<file path="src/rtl/core/afc_pkg.sv">
// Package for the box frustum cull unit: sizes, plane layout and stage types.
package afc_pkg;

	localparam int COORD_BITS = 16;
	localparam int IN_BITS    = 16;
	localparam int COMP_BITS  = 16;
	localparam int FRAC_BITS  = 14;
	localparam int NUM_PLANES = 6;
	localparam int NUM_AXES   = 3;
	localparam int CFG_BITS   = 64;
	localparam int IDX_BITS   = $clog2(NUM_PLANES);
	localparam int PROD_BITS  = COORD_BITS + COMP_BITS;
	// three products plus the scaled offset, with headroom
	localparam int SUM_BITS   = PROD_BITS + 3;

	typedef logic signed [COORD_BITS-1:0] coord_t;
	typedef logic signed [COMP_BITS-1:0]  comp_t;
	typedef logic signed [PROD_BITS-1:0]  prod_t;
	typedef logic signed [SUM_BITS-1:0]   sum_t;

	// bits 63:48 w, 47:32 nz, 31:16 ny, 15:0 nx
	typedef struct packed {
		comp_t w;
		comp_t nz;
		comp_t ny;
		comp_t nx;
	} plane_t;

	typedef plane_t planes_t [NUM_PLANES];
	typedef coord_t box_t [NUM_AXES];
	typedef coord_t corners_t [NUM_PLANES][NUM_AXES];
	typedef prod_t  prods_t [NUM_PLANES][NUM_AXES];

	// sideband that travels with each transaction down the pipe
	typedef struct packed {
		logic valid;
		logic last;
	} stage_ctl_t;

	function automatic comp_t plane_comp(input plane_t pl, input int axis);
		comp_t c;
		c = pl.nx;
		if (axis == 1) c = pl.ny;
		if (axis == 2) c = pl.nz;
		return c;
	endfunction

endpackage

</file>
<file path="src/rtl/core/afc_plane_regs.sv">
// Six plane configuration registers with a plain write port.
module afc_plane_regs (
	input  logic                          clk,
	input  logic                          arst_n,
	input  logic                          cfg_wr_en,
	input  logic [afc_pkg::IDX_BITS-1:0]  cfg_index,
	input  logic [afc_pkg::CFG_BITS-1:0]  cfg_data,
	output afc_pkg::planes_t              planes
);

	afc_pkg::planes_t planes_q;

	always_ff @(posedge clk or negedge arst_n) begin
		if (!arst_n) begin
			for (int p = 0; p < afc_pkg::NUM_PLANES; p++) begin
				planes_q[p] <= '0;
			end
		end else if (cfg_wr_en) begin
			// indexes past the last plane decode to nothing
			for (int p = 0; p < afc_pkg::NUM_PLANES; p++) begin
				if (cfg_index == afc_pkg::IDX_BITS'(p)) begin
					planes_q[p] <= afc_pkg::plane_t'(cfg_data);
				end
			end
		end
	end

	assign planes = planes_q;

endmodule

</file>
<file path="config.mk">
export PLATFORM = sky130hd
export DESIGN_NAME = afc_plane_regs
export DESIGN_NICKNAME = d
export VERILOG_FILES = /design/src/rtl/core/afc_pkg.sv /design/src/rtl/core/afc_plane_regs.sv
export SDC_FILE = /design/constraint.sdc
export NUM_CORES = 1
export LEC_CHECK = 0
export ABC_AREA = 1
export ABC_CLOCK_PERIOD_IN_PS = 900
export BUFFER_PORTS_ARGS = -buffer_cell sky130_fd_sc_hd__buf_4
export CORE_AREA = 3 3 174 176
export CTS_BUF_LIST = sky130_fd_sc_hd__clkbuf_8
export DETAILED_ROUTE_END_ITERATION = 6
export DIE_AREA = 0 0 177 179
export PLACE_DENSITY = 0.79
export SLEW_MARGIN = 20
export SYNTH_ARGS = -nofsm -noshare
export SYNTH_HDL_FRONTEND = slang
export SYNTH_SLANG_ARGS = --single-unit
export TNS_END_PERCENT = 10
</file>
<file path="constraint.sdc">
create_clock -name clk -period 0.9 [get_ports clk]
set_input_delay 0.135 -clock clk [delete_from_list [all_inputs] [get_ports clk]]
set_output_delay 0.135 -clock clk [all_outputs]
set_load 0.05 [all_outputs]
</file>
**Yosys cells after proc, flatten, opt, wreduce, memory -nomap -nowiden**

Index checks and enable logic that the tools add are counted.
W data, S select, Z words.

- Equality and inequality tests: 5
- Reductions and logical operators: 7

Operator list:

| kind | number |
|---|---|
| $reduce_and A2 Y1 | 6 |
| $eq A3 B2 Y1 const B | 2 |
| $eq A3 B3 Y1 const B | 2 |
| $eq A3 B1 Y1 const B | 1 |
| $logic_not A3 Y1 | 1 |

- Register bits after elaboration: 384
- Bits of input ports: 70
- Output and inout bits: 384
- Word-level logic and storage cells: 36

**Longest topological paths before layout**

- Word-level depth: 2
- Mapped depth: 6
- Mapped depth without buffers: 5

**Worst setup path after synthesis**

No wires, ideal clock.

- Kind: input -> register
- Start point: input cfg_index[2] (netlist bit)
- End point: register planes_q (netlist bit planes[0])
- Setup time: 0.066 ns
- Arrival: 0.872 ns
- Required time: 0.834 ns
- Slack: -0.038 ns
- Cell stages on the path: 6
- Buffers on the path: 1
- Path through: nand2_1 -> inv_1 -> nand2_1 -> clkbuf_1 -> nand2_1 -> nand2_1

- Word-level cells in the longest chain between the ends: 2

Ends and longest elaborated chain:

| item | RTL line | text |
|---|---|---|
| from (decl) | afc_plane_regs.sv:6 | `input logic [afc_pkg::IDX_BITS-1:0] cfg_index,` |
| $eq A3 B3 Y1 | afc_plane_regs.sv:21 | `if (cfg_index == afc_pkg::IDX_BITS'(p)) begin` |
| $reduce_and A2 Y1 (no source line) | -- |  |
| to (signal, indexed assignment) | afc_plane_regs.sv:22 | `planes_q[p] <= afc_pkg::plane_t'(cfg_data);` |
| to (decl) | afc_plane_regs.sv:11 | `afc_pkg::planes_t planes_q;` |

Every way passes these cells.
A chain may end at the register's enable or synchronous reset.

**Worst setup path in the final report**

- Start point: register planes_q (netlist bit planes[346])
- End point: output planes[346] (netlist bit)

RTL lines:

| item | RTL line | text |
|---|---|---|
| to (decl) | afc_plane_regs.sv:8 | `output afc_pkg::planes_t planes` |

No word-level cell between the ends.

==> run_results.csv <==
group,metric,value,unit
run_status,status,"finished with violations",
run_status,violations,"design-rule violations, negative setup slack",
synthesis,ys_ff_latch,384,
placement,dpl.hpwl,35300,um
placement,gp_congestion,0.8800,
final_layout,largest_reg_flops,384,
sta,drv_slew,0,
sta,relSlewSlack,72.47,%
worst_setup_path,worstSetupPathType,"reg2out",
sta,fin_crit,1.333,ns
final_layout,layout_common_cells,"nand2_1, buf_6, dfrtp_1",
flow_run,cap_violations,0,
cts,clk_path_buf_depth,3,
cts,clkTransAtPathRegs,0.07,ns
cts,cts_buffers,60,
synthesis,syn_nets,1732,
synthesis,syn_area,14820,um2
sta,fin_skew,0,ns
worst_setup_path,arrival,1.20,ns
die,die_y,179,um
placement,place_area,19240,um2
worst_setup_path,path_buf_inv,1,
global_routing,grt_pass1_vias,15884,
power,switching_share,41.15,%
power,power_frac_seq,35.4,%
global_routing,grt_start_max_net_pins,77,
final_layout,final_cells,2672,
worst_setup_path,crit_fanout,2,
global_routing,grt_pass1_wl,89680,um
die,initial_core_util,51.49,%
die,io_pins,454,
worst_setup_path,cpPeakStageDelay,0.42,ns
power,pwr_density_cell,2872,nW/um2
synthesis,yosys.cell_types.count,12,
synthesis,synthAdderAreaFrac,0,%
sta,setup_viol,386,
worst_setup_path,cp_top_family,"flip-flops",
cts,root_buffer,"clkbuf_8",
sta,hold_viol_final,0,
sta,fmax,750.3,MHz
worst_setup_path,crit_slowest_cell,"dfrtp_1",
final_layout,final_common_cell,"nand2_1",
sta,rsz0062_at_grt,"true",
sta,finalCritPeriodShare,148.1,%
die,fp.dieW,177,um
final_layout,fin_nets,2319,
cts,cts_tree,"done",
synthesis,ys_seq_area_share,64.85,%
power,p_clk_share,25.4,%
worst_setup_path,end_kind,"output port",
cts,clock_latency,0.58,ns
global_routing,grtUsageMet3,9.742,%
final_layout,area_growth,55.08,%
global_routing,grtUsageMet1,42.65,%
sta,fin_tns_setup,-146.86,ns
detailed_routing,drc,8,
detailed_routing,vias,15289,
die,die_area,31680,um2
global_routing,busiest_layer,"met2",
final_layout,n_fill_cell,1613,
cts,h-tree-depth,2,
die,fp.coreArea,28780,um2
synthesis,syn_area_per_cell,8.916,um2
synthesis,synth-xor-area-share,0,%
power,p_switching,27.16,mW
synthesis,synth_simple_gate_area_share,31.83,%
detailed_routing,avgViaCountPerCell,5.722,
power,ir_drop,2109,uV
power,p_int,38.84,mW
worst_setup_path,startpoint_type,"register",
cts,clock_sinks,384,
synthesis,synth_mux_area_share,0,%
final_layout,antennaDiodeCount,0,
global_routing,grt_use_total,36.55,%
worst_setup_path,crit_chain,"buf_6",
sta,worst_slew_pin_slew,0.4129,ns
worst_setup_path,required,0.76,ns
detailed_routing,wl_per_cell,22.03,um
final_layout,multiInputGateArea,4765,um2
power,leakage,12.47,nW
die,core.rowCount,62,
synthesis,ys.warnings.count,0,
placement,post-place-ws,-0.3058,ns
power,comb_power_share,39.1,%
placement,place_inst,2467,
detailed_routing,wl,58860,um
global_routing,antenna_found_initial,0,
synthesis,synth-compound-area-share,0,%
detailed_routing,ant_nets,0,
global_routing,grt_use_met2,60.00,%
hold_path,hp-class,"in2reg",
global_routing,overflow,0,
synthesis,netlist_instances,1662,
final_layout,final_area,22980,um2
detailed_routing,dr.pass1.iters,7,
placement,io_buffers,453,
detailed_routing,drtIter0Drc,1792,
sta,fin_ws,-0.4327,ns
synthesis,synth_top_family_by_area,"simple AND/OR/NAND/NOR gates",
final_layout,regArea,9609,um2
final_layout,drive_above_1_share,29.28,%
-- worst paths after layout --
kind / to / cells past startpoint / slack (ns) / from
max: planes[346] / 1 / -0.43 / planes[346]$_DFFE_PN0P_
min: planes[351]$_DFFE_PN0P_ / 5 / 0.03 / cfg_index[1]
max reg2reg: planes[346]$_DFFE_PN0P_ / 4 / -0.06 / planes[346]$_DFFE_PN0P_
min reg2reg: planes[263]$_DFFE_PN0P_ / 2 / 0.49 / planes[263]$_DFFE_PN0P_
max in group asynchronous: planes[4]$_DFFE_PN0P_ / 3 / 0.29 / arst_n
min in group asynchronous: planes[244]$_DFFE_PN0P_ / 3 / 0.16 / arst_n
-- cell usage after synthesis --
cell type,number,area (um2)
dfrtp_1,384,9609
buf_2,60,300.3
nand2_1,906,3401
clkbuf_1,42,157.7
inv_2,3,11.26
nor2_2,2,12.51
buf_1,1,3.750
nor2_1,3,11.26
nor2_4,1,11.26
inv_1,3,11.26
nand3_1,256,1281
buf_4,1,7.510
-- power groups by stage --
stage / Sequential (mW) / Clock [mW] / Combinational, mW
2_1_floorplan: 34.0 / 0 / 2.96
3_3_place_gp: 22.8 / 0 / 22.3
3_5_place_dp: 22.8 / 0 / 22.7
4_1_cts: 23.2 / 16.7 / 25.1
5_1_grt: 23.6 / 17.6 / 26.8
6_report: 23.4 / 16.8 / 25.8
-- layout make-up --
type	instances	share of cell area [%]
clock buffer	75	4.492
clock inverter	26	1.399
inverter	6	0.09801
multi-input combinational	1168	20.73
sequential	384	41.82
tap	384	2.091
timing repair buffer	629	29.37
-- per-stage QoR --
stage          utilization (%)  total power, mW  hold WS, ns
2_1_floorplan                -            36.91      -0.1606
3_3_place_gp             66.85            45.10       0.1643
3_5_place_dp             66.85            45.48       0.1666
4_1_cts                  79.17            65.06     0.003426
5_1_grt                  79.85            68.10      0.02599
6_report                 79.85            66.00      0.03002
-- layer usage --
layer  routed length [um]  vias to the layer above
li1                     -                     6393
met1                19530                     7349
met2                28690                     1241
met3                 6370                      306
met4                 4259                        0
met5                    0                        -
-- kinds of logic after synthesis --
family | Yosys count
flops | 384
buf+inv | 110
simple gates | 1168
-- repair_timing --
item,CTS,global route
cloned,0,0
resized for setup,384,0
buffers inserted,12,26
hold buffers,66,0
endpoints found under the hold margin,768,0
setup endpoints to repair,384,384
Note: power is estimated with default switching activity, not from simulation.
