## src/rtl/core/afc_pkg.sv

```systemverilog
// Package for the box frustum cull unit: sizes, plane layout and stage types.
package afc_pkg;

	localparam int COORD_BITS = 16;
	localparam int IN_BITS    = 16;
	localparam int COMP_BITS  = 16;
	localparam int FRAC_BITS  = 14;
	localparam int NUM_PLANES = 6;
	localparam int NUM_AXES   = 3;
	localparam int CFG_BITS   = 64;
	localparam int IDX_BITS   = $clog2(NUM_PLANES);
	localparam int PROD_BITS  = COORD_BITS + COMP_BITS;
	// three products plus the scaled offset, with headroom
	localparam int SUM_BITS   = PROD_BITS + 3;

	typedef logic signed [COORD_BITS-1:0] coord_t;
	typedef logic signed [COMP_BITS-1:0]  comp_t;
	typedef logic signed [PROD_BITS-1:0]  prod_t;
	typedef logic signed [SUM_BITS-1:0]   sum_t;

	// bits 63:48 w, 47:32 nz, 31:16 ny, 15:0 nx
	typedef struct packed {
		comp_t w;
		comp_t nz;
		comp_t ny;
		comp_t nx;
	} plane_t;

	typedef plane_t planes_t [NUM_PLANES];
	typedef coord_t box_t [NUM_AXES];
	typedef coord_t corners_t [NUM_PLANES][NUM_AXES];
	typedef prod_t  prods_t [NUM_PLANES][NUM_AXES];

	// sideband that travels with each transaction down the pipe
	typedef struct packed {
		logic valid;
		logic last;
	} stage_ctl_t;

	function automatic comp_t plane_comp(input plane_t pl, input int axis);
		comp_t c;
		c = pl.nx;
		if (axis == 1) c = pl.ny;
		if (axis == 2) c = pl.nz;
		return c;
	endfunction

endpackage

```

## src/rtl/core/afc_corner_sel.sv

```systemverilog
// Stage 1: picks the positive vertex of the box for every plane.
module afc_corner_sel (
	input  logic                 clk,
	input  logic                 arst_n,
	input  afc_pkg::stage_ctl_t  ctl_in,
	input  afc_pkg::box_t        box_min,
	input  afc_pkg::box_t        box_max,
	input  afc_pkg::planes_t     planes,
	output afc_pkg::stage_ctl_t  ctl_s1,
	output afc_pkg::corners_t    corner_s1
);

	always_ff @(posedge clk or negedge arst_n) begin
		if (!arst_n) begin
			ctl_s1 <= '0;
		end else begin
			ctl_s1 <= ctl_in;
		end
	end

	// negative normal component takes the minimum; zero counts as non-negative
	always_ff @(posedge clk) begin
		for (int p = 0; p < afc_pkg::NUM_PLANES; p++) begin
			for (int a = 0; a < afc_pkg::NUM_AXES; a++) begin
				corner_s1[p][a] <= (afc_pkg::plane_comp(planes[p], a) < 0)
					? box_min[a] : box_max[a];
			end
		end
	end

endmodule

```

## config.mk

```make
export PLATFORM = sky130hd
export DESIGN_NAME = afc_corner_sel
export DESIGN_NICKNAME = d
export VERILOG_FILES = /design/src/rtl/core/afc_pkg.sv /design/src/rtl/core/afc_corner_sel.sv
export SDC_FILE = /design/constraint.sdc
export NUM_CORES = 1
export LEC_CHECK = 0
export BUFFER_PORTS_ARGS = -buffer_cell sky130_fd_sc_hd__buf_2
export CAP_MARGIN = 20
export CORE_AREA = 2 2 304 306
export DETAILED_ROUTE_END_ITERATION = 6
export DIE_AREA = 0 0 306 308
export PLACE_DENSITY = 0.37
export SLEW_MARGIN = 20
export SYNTH_ARGS = -nofsm -noshare
export SYNTH_HDL_FRONTEND = slang
export SYNTH_SLANG_ARGS = --single-unit
```

## constraint.sdc

```tcl
create_clock -name clk -period 0.8 [get_ports clk]
set_clock_uncertainty 0.1 [all_clocks]
set_input_delay 0.2 -clock clk [delete_from_list [all_inputs] [get_ports clk]]
set_output_delay 0.2 -clock clk [all_outputs]
set_load 0.02 [all_outputs]
```

# After elaboration in Yosys (flattened, before gate mapping)
# Index checks and enable logic that the tools add are counted.
# classes
mul	0
n_div	0
n_shift	0
mux	18
bitwise_logic	0
n_lt_le_gt_ge	18
reduce_logical	0
n_addsub	0
eq_ne	0
# ops
cell	n
$lt A16 B1 Y1 const B	18
$mux W16	18
# totals
inputBits	484
latchBits	0
register_bits	290
mem_bits_ro	0
memories	0
ramBits	0
out_inout_bits	290
wordCells	56

# Longest topological paths before layout
# Gate-level depths: netlist of run 1.
# logic_depth
word_depth	2
ltp_mapped	3
ltp_nobuf	1

# Worst setup path after synthesis of run 1
# OpenSTA, ideal clock, no wires.
# synth_timing
kind	input -> register
start	input port planes[175] (netlist name)
end	register corner_s1[101] (netlist name)
setup_ns	0.121
n_path_buf	2
required_time_ns	0.579
setup_slack_ns	-0.157
cell_stages	3
arrival_ns	0.735
path_cell_list	buf_6 buf_12 mux2_4
# synth_via
elab_chain_cells	2
# synth_rtl
item	line	text
start: declaration	afc_corner_sel.sv:8	input afc_pkg::planes_t planes,
$lt A16 B1 Y1	afc_corner_sel.sv:25	corner_s1[p][a] <= (afc_pkg::plane_comp(planes[p], a) < 0)
$mux W16	afc_corner_sel.sv:26	? box_min[a] : box_max[a];
end signal: indexed assignment	afc_corner_sel.sv:25	
end: declaration	afc_corner_sel.sv:10	output afc_pkg::corners_t corner_s1
# No other way between the ends.

# Worst setup path after layout of run 1
# layout_timing
start	register ctl_s1[1] (netlist name)
end	output port ctl_s1[1] (netlist name)
# layout_lines
item	line	text
start: declaration	afc_corner_sel.sv:9	output afc_pkg::stage_ctl_t ctl_s1,
start signal: assignment	afc_corner_sel.sv:17	ctl_s1 <= ctl_in;
# No word-level cell between the ends.

==> results of run 1 <==
==> layout make-up <==
type	instances	share of cell area, %
sequential	290	34.1
timing repair buffer	510	29.0
multi-input combinational	288	22.0
tap	1186	8.20
clock buffer	52	6.10
clock inverter	13	0.532
antenna	2	0.0276
==> final timing paths <==
path	cells past startpoint	endpoint	start	slack, ns
min	2	corner_s1[99]	planes[175]	-0.18
min in group asynchronous	3	ctl_s1[0]	arst_n	0.39
max	1	ctl_s1[1]	ctl_s1[1]	-0.56
max in group asynchronous	3	ctl_s1[1]	arst_n	0.09
==> cell usage after synthesis (all sizes together) <==
cell type / count
dfrtp: 2
buf: 36
dfxtp: 288
mux2: 288
==> power groups by stage <==
stage	logic, uW	registers, uW	clock network, uW
finish	7780	16500	16400
CTS	7940	16500	17200
global route	8190	16600	17800
detailed placement	6230	16300	0
global placement	6210	16300	0
floorplan	2300	17700	0
==> timing repair <==
item | 4_1_cts | 5_1_grt
endpoints found under the setup margin | 290 | 370
resized for setup | 861 | 25
hold buffers | 99 | 2
hold endpoints to repair | 292 | 111
==> registers in the layout, summed over array words and instances (netlist names) <==
name       cells
corner_s1    288
ctl_s1         2
==> through the flow <==
step	area (um2)	hold slack, ns
5_1_grt	18100	-0.214
4_1_cts	18200	-0.175
6_report	18100	-0.184
3_3_place_gp	13800	-0.116
3_5_place_dp	13800	-0.114
2_1_floorplan	10500	-0.196
==> logic make-up (layout without fill, tap and decap cells) <==
kind of cell  after synthesis  in the layout  synth area share (%)
flops                     290            290                  56.5
buf+inv                    36            575                  5.47
other cells                 0              2                     0
mux                       288            288                  38.1
==> placed cells by master (no fill, tap or decap), types with 3 or more instances in the layout <==
master          instances
buf_12                 23
clkbuf_16              38
dlymetal6s4s_1         10
dlygate4sd3_1          88
clkbuf_8               10
buf_2                  88
inv_6                   3
mux2_2                 90
buf_6                 288
clkbuf_1                4
mux2_4                198
dfxtp_2               287
buf_4                  13
clkinv_2                6
==> metal layers <==
metal,track usage [%],part of all wire [%],vias to the layer above
met3,4.11,10,68
li1,-,-,3168
met4,3.37,3.7,2
met1,8.15,39,3285
met5,0,0.032,-
met2,12.6,47,282
==> out/qor.txt, run 1 <==
CP max stage cell = dfrtp_1
Via density = 2.91
P_int = 29900 uW
Kind of critical path = register to primary output
Post-CTS setup buffers = 0
Multi-input logic area = 3990 um2
Mapped cell area = 10300 um2
Unique masters post-synth = 6
Achievable frequency = 734 MHz
Switching pwr = 10800 uW
Period minus WS final = 1.36 ns
Chip Height = 308 um
Buf/Inv on CP = 1
GPL Wtd Cong = 0.749
CTS root buf = clkbuf_16
#FFs+latches synth = 290
Seq/Total Area, Yosys = 56.5%
Final Util = 19.9%
Core box area = 91000 um2
Initial Util = 11.3%
CP max FO = 1
Share of cells above drive strength 1 = 91.0%
Fin crit share = 170%
Yosys top cell area share = 56.0%
Worst path max stage delay = 0.37 ns
Syn. warnings = 0
Max clock buf depth = 3
DP HPWL = 27.8 mm
PortBufs = 407
Synth top area cells = dfxtp_1 56%, mux2_4 26%, mux2_2 12%
CP arrival = 1.06 ns
PD cells = 2240 nW/um2
Clock buffer count from CTS = 37
Worst min path class = input port to register
LEAKAGE = 0.00789 uW
Area leader, netlist = dfxtp_1
# nets final = 1611
First-pass GRT wire length = 52.1 mm
Die Width = 306 um
I/O pins = 774
DRC viols = 0
Comb pwr share = 19.2%
Area growth syn-to-layout = 75.8%
Final setup viols = 535
Total power = 40600 uW
Mean Syn Cell Area = 16.8 um2
Mean routed wirelength per cell = 15.8 um
Slew margin rel. = 69.1%
Pin count of the biggest net entering global routing = 17
Startpoint Class = register
Sw frac = 26.5%
Die ar. = 94200 um2
Critical Path End Type = primary output
Delay-heaviest family, CP = flip-flops
Initial antenna violation count = 4
Via count = 6805
Worst-Margin Slew = 0.464 ns
Final Worst Setup Slack = -0.562 ns
Sequential power share = 40.6%
Aggregate routed wire length = 37.1 mm
Setup WS pre-CTS = -0.305 ns
Failing checks = hold timing, setup timing
CTS tree = built
Sink Count = 290
MaxCap Viol Count = 0
Unrepaired setup endpoints after global routing = yes
Post-placement cell count = 2198
Clk slew on worst S/H paths = 0.06 ns
Final Max Slew Viols = 0
Vias in the first global route = 7688
Total GRT Usage = 7.69%
DR pass1 iterations = 4
Initial DRC Count = 133
Setup TNS = -148.44 ns
Run status = finished with violations
Syn Inst Count = 614
Register Area = 6180 um2
Syn nets = 1098
Overflow after GRT = 0
Clock H-tree levels = 2
Hold Vio Cnt, Final = 24
Clock power frac = 40.3%
Worst endpoint required time = 0.50 ns
Hold Slack = -0.184 ns
Layout Cells excl Fill = 2341
Worst vdd ir = 1.26 mV
Crit-path cells = buf_6
Num rows = 111
Filler cells = 9747
Antenna Nets Post-Route = 0
Note: power is estimated with default switching activity, not from simulation.
==> run 2: changes to the inputs <==
Settings changed: RECOVER_POWER set to 50.
==> out/qor.txt, run 2 (synthesis gave the netlist of run 1 again) <==
Top Registers = corner_s1 (288), ctl_s1 (2)
Startpoint Class = register
Via density = 2.91
CP max stage cell = dfrtp_1
Sequential power share = 40.7%
CP arrival = 1.06 ns
Hold Vio Cnt, Final = 24
Final setup viols = 551
I/O pins = 774
Most flops, register = corner_s1
Hold_sp = planes[175]
LEAKAGE = 0.00777 uW
Commonest non-fill, non-tap cell in the layout = dfxtp_2
Slew margin rel. = 68.5%
Delay-heaviest family, CP = flip-flops
Mean routed wirelength per cell = 15.9 um
Initial Util = 11.3%
Chip Height = 308 um
Aggregate routed wire length = 37.1 mm
Commonest non-fill, non-tap cells in the layout = 287 x dfxtp_2, 286 x buf_6, 182 x mux2_4
Buf/Inv on CP = 1
Die Width = 306 um
Clk slew on worst S/H paths = 0.06 ns
Worst hold path stage count = 2
Run status = finished with violations
Critical Path End Type = primary output
Overflow after GRT = 0
Hold Slack = -0.184 ns
Layout Cells excl Fill = 2341
GPL Wtd Cong = 0.749
MaxCap Viol Count = 0
Failing checks = hold timing, setup timing
Total power = 40500 uW
Pin count of the biggest net entering global routing = 17
Achievable frequency = 734 MHz
CP max FO = 1
Final Max Slew Viols = 0
CTS tree = built
Worst path max stage delay = 0.37 ns
Initial DRC Count = 140
Unrepaired setup endpoints after global routing = yes
CTS root buf = clkbuf_16
P_int = 29800 uW
First-pass GRT wire length = 52.1 mm
Clock buffer count from CTS = 37
PortBufs = 407
PD cells = 2260 nW/um2
Fin crit share = 170%
DP HPWL = 27.8 mm
Share of cells above drive strength 1 = 89.6%
Via count = 6814
Num rows = 111
Worst vdd ir = 1.27 mV
Period minus WS final = 1.36 ns
Die ar. = 94200 um2
Hold EP = corner_s1[99]
# nets final = 1611
Worst-Margin Slew = 0.473 ns
Post-placement cell count = 2198
Antenna Nets Post-Route = 0
Max clock buf depth = 3
Max reg flops = 288
Post-CTS setup buffers = 0
DRC viols = 0
Area growth syn-to-layout = 74.3%
Crit-path cells = buf_6
Vias in the first global route = 7688
Kind of critical path = register to primary output
Sw frac = 26.6%
DR pass1 iterations = 4
Total GRT Usage = 7.69%
Comb pwr share = 18.9%
Sink Count = 290
Final Worst Setup Slack = -0.562 ns
Clock H-tree levels = 2
Core box area = 91000 um2
Switching pwr = 10800 uW
Clock power frac = 40.4%
Initial antenna violation count = 4
Worst min path class = input port to register
Worst endpoint required time = 0.50 ns
-- run 2: changes by cell type in the layout (fill, tap and decap cells not counted), sizes merged --
| cell | delta |
|---|---|
| clkbuf | +32 |
| clkdlybuf4s25 | +3 |
| buf | -32 |
| dlymetal6s4s | -3 |
-- run 2: layer usage --
metal	global-route usage (%)	share of wire (%)	vias to the layer above
met5	0	0.032	-
li1	-	-	3172
met2	12.6	47	284
met1	8.15	39	3289
met4	3.37	3.6	2
met3	4.11	9.8	67
-- run 2: worst max-delay path by stage --
stage | start | to | slack (ns) | cells after the start
4_1_cts | corner_s1[211] | corner_s1[211] | -0.64 | 1
5_1_grt | ctl_s1[1] | ctl_s1[1] | -0.64 | 1
3_3_place_gp | planes[111] | corner_s1[52] | -0.30 | 3
3_5_place_dp | planes[95] | corner_s1[66] | -0.31 | 3
2_1_floorplan | planes[175] | corner_s1[101] | -0.15 | 3
6_report | ctl_s1[1] | ctl_s1[1] | -0.56 | 1
-- run 2: metrics by stage --
step	hold slack, ns	setup WS (ns)	instance area [um2]	TNS, ns	utilization [%]
2_1_floorplan	-0.196	-0.153	10500	-30.14	-
3_3_place_gp	-0.116	-0.297	13800	-72.58	15.2
3_5_place_dp	-0.114	-0.305	13800	-73.10	15.2
4_1_cts	-0.175	-0.638	18200	-164.93	20.0
5_1_grt	-0.214	-0.640	17900	-165.53	19.7
6_report	-0.184	-0.562	18000	-150.06	19.7
-- run 2: repair_timing --
| item | CTS | global route |
|---|---|---|
| gates resized for setup | 861 | 25 |
| hold buffers | 99 | 2 |
| endpoints found under the hold margin | 292 | 111 |
| gates cloned | 0 | 0 |
| setup endpoints to repair | 290 | 370 |
-- run 2: cell type report --
type / count / area, um2
diodes: 2 / 5.00
multi-input cells: 288 / 3930
fillers: 9775 / 73000
clock inverters: 13 / 96.3
repair buffers: 510 / 5160
clock buffers: 52 / 1100
well taps: 1186 / 1480
flip-flops and latches: 290 / 6180
-- run 2: power groups by stage --
stage | combinational [uW] | sequential, uW | clock (uW)
after floorplan | 2300 | 17700 | 0
after global placement | 6210 | 16300 | 0
after detailed placement | 6230 | 16300 | 0
after CTS | 7940 | 16500 | 17200
after global routing | 8070 | 16600 | 17800
final | 7660 | 16500 | 16400
==> run 3: changes to the inputs <==
Settings changed: ABC_CLOCK_PERIOD_IN_PS set to 800, CTS_BUF_LIST set to sky130_fd_sc_hd__clkbuf_8.
==> out/qor.txt, run 3 (synthesis gave the netlist of run 1 again) <==
Run status = finished with violations
Failing checks = hold timing, setup timing
Aggregate routed wire length = 37.7 mm
Slew margin rel. = 79.5%
Period minus WS final = 1.48 ns
Area growth syn-to-layout = 73.0%
Worst vdd ir = 0.965 mV
MaxCap Viol Count = 0
First-pass GRT wire length = 52.3 mm
Total GRT Usage = 7.70%
I/O pins = 774
Post-CTS setup buffers = 0
Achievable frequency = 674 MHz
Worst min path class = input port to register
Delay-heaviest family, CP = flip-flops
Final Instance Area = 17800 um2
GPL Wtd Cong = 0.749
Sink Count = 290
Via count = 6965
Crit-path cells = buf_6
DP HPWL = 27.8 mm
Via density = 2.89
Worst-Margin Slew = 0.308 ns
CTS tree = built
Die ar. = 94200 um2
Pin count of the biggest net entering global routing = 17
LEAKAGE = 0.00757 uW
Unrepaired setup endpoints after global routing = yes
Placed cell areas = 13800 um2
# nets final = 1655
PortBufs = 407
Mean routed wirelength per cell = 15.7 um
Kind of critical path = register to primary output
CP arrival = 1.18 ns
CP max FO = 1
Worst path max stage delay = 0.37 ns
Commonest non-fill, non-tap cells in the layout = 287 x dfxtp_2, 286 x buf_6, 119 x mux2_4
Initial DRC Count = 152
Max reg flops = 288
Clk slew on worst S/H paths = 0.06 ns
Initial Util = 11.3%
Buf/Inv on CP = 1
Hold Vio Cnt, Final = 271
CTS root buf = clkbuf_8
Final setup viols = 315
Commonest non-fill, non-tap cell in the layout = dfxtp_2
Chip Height = 308 um
Post-placement cell count = 2198
Layout Cells excl Fill = 2406
PD cells = 2180 nW/um2
CP max stage cell = dfrtp_1
Fin crit share = 185%
Clock buffer count from CTS = 56
Top Registers = corner_s1 (288), ctl_s1 (2)
Overflow after GRT = 0
Die Width = 306 um
Hold Slack = -0.224 ns
Worst endpoint required time = 0.50 ns
DR pass1 iterations = 4
Critical Path End Type = primary output
Initial antenna violation count = 5
Startpoint Class = register
Final Max Slew Viols = 0
Core box area = 91000 um2
Setup TNS = -177.74 ns
Clock H-tree levels = 2
Num rows = 111
Antenna Nets Post-Route = 0
Max clock buf depth = 3
DRC viols = 0
Vias in the first global route = 7840
Share of cells above drive strength 1 = 81.4%
Final Worst Setup Slack = -0.683 ns
Total power = 38900 uW
Most flops, register = corner_s1
[run 3: cell types whose count changed in the layout (fill, tap and decap cells not counted), moves of 6 or more]
cell and delta:
mux2_4 -63, clkbuf_1 +21, buf_2 +28, clkbuf_8 +59, dlymetal6s4s_1 -7, clkbuf_4 -6
buf_12 +6, buf_4 -7, clkbuf_16 -38, inv_1 +20, dlygate4sd3_1 +13, clkbuf_2 -24
mux2_1 +63
[run 3: worst paths after layout]
| kind | start | end | slack (ns) | depth (start not counted) |
|---|---|---|---|---|
| max in group asynchronous | arst_n | ctl_s1[1] | 0.21 | 3 |
| min in group asynchronous | arst_n | ctl_s1[0] | 0.27 | 3 |
| worst min-delay path | planes[111] | corner_s1[50] | -0.22 | 2 |
| worst max-delay path | ctl_s1[1] | ctl_s1[1] | -0.68 | 1 |
[run 3: through the flow]
| step | utilization, % | hold WS [ns] | worst slack (ns) |
|---|---|---|---|
| floorplan | - | -0.196 | -0.153 |
| global placement | 15.2 | -0.116 | -0.297 |
| detailed placement | 15.2 | -0.114 | -0.305 |
| CTS | 20.0 | -0.253 | -0.809 |
| global route | 19.6 | -0.304 | -0.796 |
| finish | 19.6 | -0.224 | -0.683 |
[run 3: what timing repair did]
action,in CTS,in global routing
hold endpoints to repair,292,288
setup endpoints to repair,290,320
gates cloned,0,0
resized for setup,861,0
hold buffers,102,1
[run 3: final cells by class]
type / count / area [um2]
Fill cell: 9851 / 73200
Sequential cell: 290 / 6180
Timing Repair Buffer: 535 / 5310
Multi-Input combinational cell: 288 / 3690
Tap cell: 1186 / 1480
Clock buffer: 69 / 950
Clock inverter: 36 / 204
Antenna cell: 2 / 5.00
[run 3: power breakdown]
part	switching, uW	internal [uW]	leakage [uW]
clock network	6750	8150	0.000672
logic	3450	4060	0.00445
registers	619	15900	0.00246
[run 3: routing by layer]
| layer | track usage [%] | share of wire, % |
|---|---|---|
| met1 | 8.12 | 39 |
| met4 | 3.64 | 3.9 |
| met3 | 4.12 | 10 |
| met5 | 0 | 0.069 |
| met2 | 12.6 | 47 |
